[src/rtl/lbpr_pkg.sv]
// Shared types and codes for the LSB-first bit packer and reader.
`timescale 1ns / 1ps
`default_nettype none
package lbpr_pkg;

    localparam int STORE_BYTES_DEF = 1024;
    localparam int MAX_BITS        = 64;

    localparam logic [2:0] ACT_APPEND = 3'd0;
    localparam logic [2:0] ACT_PAD    = 3'd1;
    localparam logic [2:0] ACT_READ   = 3'd2;
    localparam logic [2:0] ACT_SET    = 3'd3;
    localparam logic [2:0] ACT_CLEAR  = 3'd4;

    localparam logic [1:0] ST_OK    = 2'd0;
    localparam logic [1:0] ST_RANGE = 2'd1;
    localparam logic [1:0] ST_FULL  = 2'd2;

    typedef enum logic [2:0] {
        K_APPEND = 3'd0,
        K_PAD    = 3'd1,
        K_READ   = 3'd2,
        K_SET    = 3'd3,
        K_CLEAR  = 3'd4,
        K_NOP    = 3'd5
    } t_kind;

    typedef struct packed {
        logic [2:0]  action;
        logic [63:0] bits_in;
        logic [6:0]  bit_count;
        logic [12:0] bit_position;
    } t_in_item;

    typedef struct packed {
        logic [63:0] read_value;
        logic [6:0]  bits_read;
        logic [1:0]  status;
        logic [13:0] length_bits;
        logic [10:0] length_bytes;
        logic [13:0] read_position;
    } t_out_item;

    typedef struct packed {
        t_kind       kind;
        logic        range_err;
        logic [63:0] data;
        logic [6:0]  count;
        logic [12:0] pos;
    } t_cmd;

endpackage
`default_nettype wire

[src/rtl/lbpr_front.sv]
// Front end: decodes incoming transactions and queues them as commands.
`timescale 1ns / 1ps
`default_nettype none
module lbpr_front
    import lbpr_pkg::*;
(
    input  wire logic     i_clk,
    input  wire logic     i_rst_n,
    input  wire logic     i_push,
    input  wire t_in_item i_item,
    output logic          o_full,
    output logic          o_cmd_valid,
    output t_cmd          o_cmd,
    input  wire logic     i_cmd_pop
);

    t_cmd       r_q [2];
    logic       r_wp;
    logic       r_rp;
    logic [1:0] r_cnt;
    t_cmd       w_cmd;
    logic       w_wr;

    always_comb begin
        w_cmd.data      = i_item.bits_in;
        w_cmd.count     = i_item.bit_count;
        w_cmd.pos       = i_item.bit_position;
        w_cmd.range_err = 1'b0;
        unique case (i_item.action)
            ACT_APPEND: begin
                w_cmd.kind      = K_APPEND;
                w_cmd.range_err = (32'(i_item.bit_count) > MAX_BITS);
            end
            ACT_PAD:   w_cmd.kind = K_PAD;
            ACT_READ: begin
                w_cmd.kind      = K_READ;
                w_cmd.range_err = (32'(i_item.bit_count) > MAX_BITS);
            end
            ACT_SET:   w_cmd.kind = K_SET;
            ACT_CLEAR: w_cmd.kind = K_CLEAR;
            default:   w_cmd.kind = K_NOP;
        endcase
    end

    assign o_full      = (r_cnt == 2'd2);
    assign o_cmd_valid = (r_cnt != 2'd0);
    assign o_cmd       = r_q[r_rp];
    assign w_wr        = i_push && !o_full;

    always_ff @(posedge i_clk) begin
        if (w_wr) begin
            r_q[r_wp] <= w_cmd;
        end
    end

    always_ff @(posedge i_clk) begin
        if (!i_rst_n) begin
            r_wp  <= 1'b0;
            r_rp  <= 1'b0;
            r_cnt <= 2'd0;
        end else begin
            if (w_wr) begin
                r_wp <= ~r_wp;
            end
            if (i_cmd_pop) begin
                r_rp <= ~r_rp;
            end
            r_cnt <= r_cnt + 2'(w_wr) - 2'(i_cmd_pop);
        end
    end

endmodule
`default_nettype wire

[config.mk]
export PLATFORM = sky130hd
export DESIGN_NAME = lbpr_front
export DESIGN_NICKNAME = d
export VERILOG_FILES = /design/src/rtl/lbpr_pkg.sv /design/src/rtl/lbpr_front.sv
export SDC_FILE = /design/constraint.sdc
export NUM_CORES = 1
export LEC_CHECK = 0
export ABC_CLOCK_PERIOD_IN_PS = 6600
export BUFFER_PORTS_ARGS = -buffer_cell sky130_fd_sc_hd__buf_2
export CORE_MARGIN = 4
export CORE_UTILIZATION = 54
export CTS_BUF_LIST = sky130_fd_sc_hd__clkbuf_4
export DETAILED_ROUTE_END_ITERATION = 8
export PLACE_DENSITY = 0.87
export SLEW_MARGIN = 30
export SYNTH_ARGS = -nofsm -noshare
export SYNTH_HDL_FRONTEND = slang
export SYNTH_SLANG_ARGS = --single-unit
[constraint.sdc]
create_clock -name i_clk -period 6.6 [get_ports i_clk]
set_input_delay 1.32 -clock i_clk [delete_from_list [all_inputs] [get_ports i_clk]]
set_output_delay 1.32 -clock i_clk [all_outputs]
set_load 0.01 [all_outputs]
==> metrics.yaml <==
status:
  outcome: "completed"
setup_path:
  critical_path.endpoint_type: "primary output"
  critPathSlowestCell: "buf_4"
  crit_chain: "buf_4, mux2_2, buf_2"
  max_stage_delay_ps: 700
  critical_path_arrival_ps: 2530
  cp_max_fo: 50
  timing.setup.critical_path_class: "register to primary output"
  timing.critical_path.required_ps: 5280
  startpoint_type: "register"
timing:
  worst_case_hold_slack_ps: 542
  finalCritPeriodShare_pct: 58.3
  drv_slew: 0
  final_critical_path_setup_slack_ps: 2750
  final.setup_skew_ps: 17.5
  fmax_ghz: 0.260
  worst_pin_slew_ps: 760
  timing_hold_violations_final: 0
  setup_tns_ps: 0
  post-route-min-period_ps: 3850
  setup_viol: 0
  slew_hr_pct: 49.3
  rsz0062_at_grt: "false"
grt:
  antenna_found_initial: 1
  grt_first_pass_wirelength_um: 18800
  grt_pass1_vias: 3739
  grt_usage_pct: 17.3
  global_route.overflow_total: 0
  maximum_number_of_pins_on_one_net_before_global_route_repair: 51
layout:
  filler_cells_inserted: 825
  final_net_count: 591
  area_growth_syn_to_layout_pct: 21.2
  post_route_cells_drive_above_1_share_pct: 59.9
  insertedDiodeCount: 0
  post-route-cell-area_mm2: 0.00812
  finish.cell_count_without_fillers: 679
cts:
  cts-htree-levels: 4
  cts_tree: "yes"
  clkLatencyLatePin_ps: 540
  cts-resized-gates: 0
  cts_buf_count: 17
  post_cts_hold_buffer_count: 0
  cts.path.max_buffers: 2
  cts_post_setup_buffers_inserted: 0
  cts-root-buf: "clkbuf_4"
  tritoncts_num_sinks: 181
  cts.clk_slew.worst_paths_ps: 130
placed_design:
  placedInstanceArea_mm2: 0.00779
  place.detailed.instances: 647
  routability_driven_placement_congestion_ratio: 0.730
  place.detailed.hpwl_um: 8390
  portBuffers: 180
  pre_cts_slack_ps: 3250
synth:
  synthCells: 306
  syn_avg_cell_area_um2: 21.9
  synth.net_count: 399
  synth_cell_types: 23
  ys_warn_count: 0
  mappedNetlistArea_mm2: 0.00669
  synth_sequential_area_ratio_pct: 80.4
  ys_ff_latch: 181
detailed_routing:
  postRouteAntennaNets: 0
  drt_pass1_iterations: 4
  finalWirelength_um: 12100
  num_vias: 3449
  wl_per_cell_um: 17.9
  avgViaCountPerCell: 5.08
  dr.first_iter.drc_count: 188
  drt_drc_violations_left: 0
floorplanning:
  fp.dieW_um: 119
  top_level_i_o_count: 181
  fp-row-count: 40
  fp.dieArea_mm2: 0.0142
  floorplan.initialDensity_pct: 55.5
  die_h_um: 119
  floorplan.core_area_mm2: 0.0121
power:
  p_leak_nw: 3.08
  peakVddDrop_mv: 0.178
  p_per_area_mw_per_mm2: 305
hold_path:
  type_of_the_worst_min_delay_path: "register to register"
job:
  max-cap-violations: 0
==> worst max-delay path: cells and delay by family (launching register included) <==
family	cells	cell delay, ps
flops	1	690
buf+inv	2	850
mux	1	420
==> per-layer routing <==
| metal | global-route usage, % | wire length, um | vias to the layer above |
|---|---|---|---|
| li1 | - | - | 1585 |
| met1 | 21.1 | 4840 | 1688 |
| met2 | 28.1 | 5990 | 157 |
| met3 | 6.93 | 1130 | 17 |
| met4 | 6.30 | 172 | 2 |
| met5 | 0 | 7 | - |
==> stage by stage <==
stage               power, mW  utilization, %
finish                   2.48            67.3
floorplan                1.69               -
CTS                      2.51            67.3
global route             2.59            67.3
detailed placement       1.86            64.6
global placement         1.83            64.4
==> flip-flops by register name (all words and copies together), names as in the netlist, named ones only <==
| signal | cells |
|---|---|
| r_wp | 1 |
| r_rp | 1 |
| r_cnt | 2 |
| r_q | 176 |
==> power breakdown <==
part / switching [mW] / internal (mW) / total, mW
Clock: 0.336 / 0.319 / 0.656
Sequential: 0.0381 / 1.40 / 1.44
Combinational: 0.206 / 0.180 / 0.386
Total: 0.580 / 1.90 / 2.48
==> layout make-up <==
cell class / instances / area [um^2] / area share, %
Clock buffer: 22 / 165 / 2.04
Clock inverter: 10 / 158 / 1.94
Sequential cell: 181 / 5390 / 66.4
Inverter: 3 / 11.3 / 0.139
Multi-Input combinational cell: 111 / 1230 / 15.2
Timing Repair Buffer: 184 / 951 / 11.7
Tap cell: 168 / 210 / 2.59
==> kinds of logic after synthesis <==
kind of cell	share of synthesized area, %
xor gates and xnor gates	0.262
and+or+nand+nor	1.38
AOI/OAI and AO/OA	0.112
buffers and inverters	1.35
muxes	16.1
DFF	80.4
adders and majority gates	0.374
==> cell usage after synthesis <==
| cell type | n | area (um^2) |
|---|---|---|
| buf_2 | 6 | 30.0 |
| buf_6 | 4 | 45.0 |
| and3_1 | 1 | 6.26 |
| nor3_1 | 2 | 10.0 |
| or4_1 | 1 | 7.51 |
| nor2b_1 | 1 | 6.26 |
| or2_2 | 1 | 6.26 |
| and2_1 | 2 | 12.5 |
| nand2b_1 | 2 | 12.5 |
| mux2_4 | 20 | 300 |
| nor2_1 | 4 | 15.0 |
| clkbuf_1 | 1 | 3.75 |
| edfxtp_1 | 176 | 5290 |
| ha_1 | 2 | 25.0 |
| nand2_1 | 2 | 7.51 |
| inv_1 | 3 | 11.3 |
| xor2_1 | 1 | 8.76 |
| xnor2_1 | 1 | 8.76 |
| nor4b_1 | 1 | 8.76 |
| dfxtp_1 | 5 | 100 |
| mux2i_1 | 1 | 10.0 |
| a21o_1 | 1 | 7.51 |
| mux2_2 | 68 | 766 |
==> cell usage in the layout, fill, tap and decap left out, types with 2 or more instances in the layout <==
master | netlist | layout
bufinv_16 | 0 | 4
edfxtp_1 | 176 | 176
nor2_1 | 4 | 3
and2_1 | 2 | 2
buf_4 | 0 | 3
dfxtp_1 | 5 | 4
mux2_4 | 20 | 20
buf_2 | 6 | 180
inv_1 | 3 | 3
clkinv_1 | 0 | 2
mux2_2 | 68 | 68
clkinvlp_4 | 0 | 4
ha_1 | 2 | 2
nand2_1 | 2 | 2
clkbuf_4 | 0 | 22
nor3_1 | 2 | 2
nand2b_1 | 2 | 2
==> path summary, 6_finish.rpt <==
path / start / endpoint / slack, ps / depth (start not counted)
max: register / o_cmd[18] / 2750 / 3
min: r_wp$_SDFFE_PN0P_ / r_wp$_SDFFE_PN0P_ / 540 / 2
max reg2reg: r_cnt[0]$_SDFF_PN0_ / r_q[0][52]$_DFFE_PP_ / 4190 / 5
min reg2reg: r_wp$_SDFFE_PN0P_ / r_wp$_SDFFE_PN0P_ / 540 / 2
No activity file was read; power rests on OpenSTA's default activity.
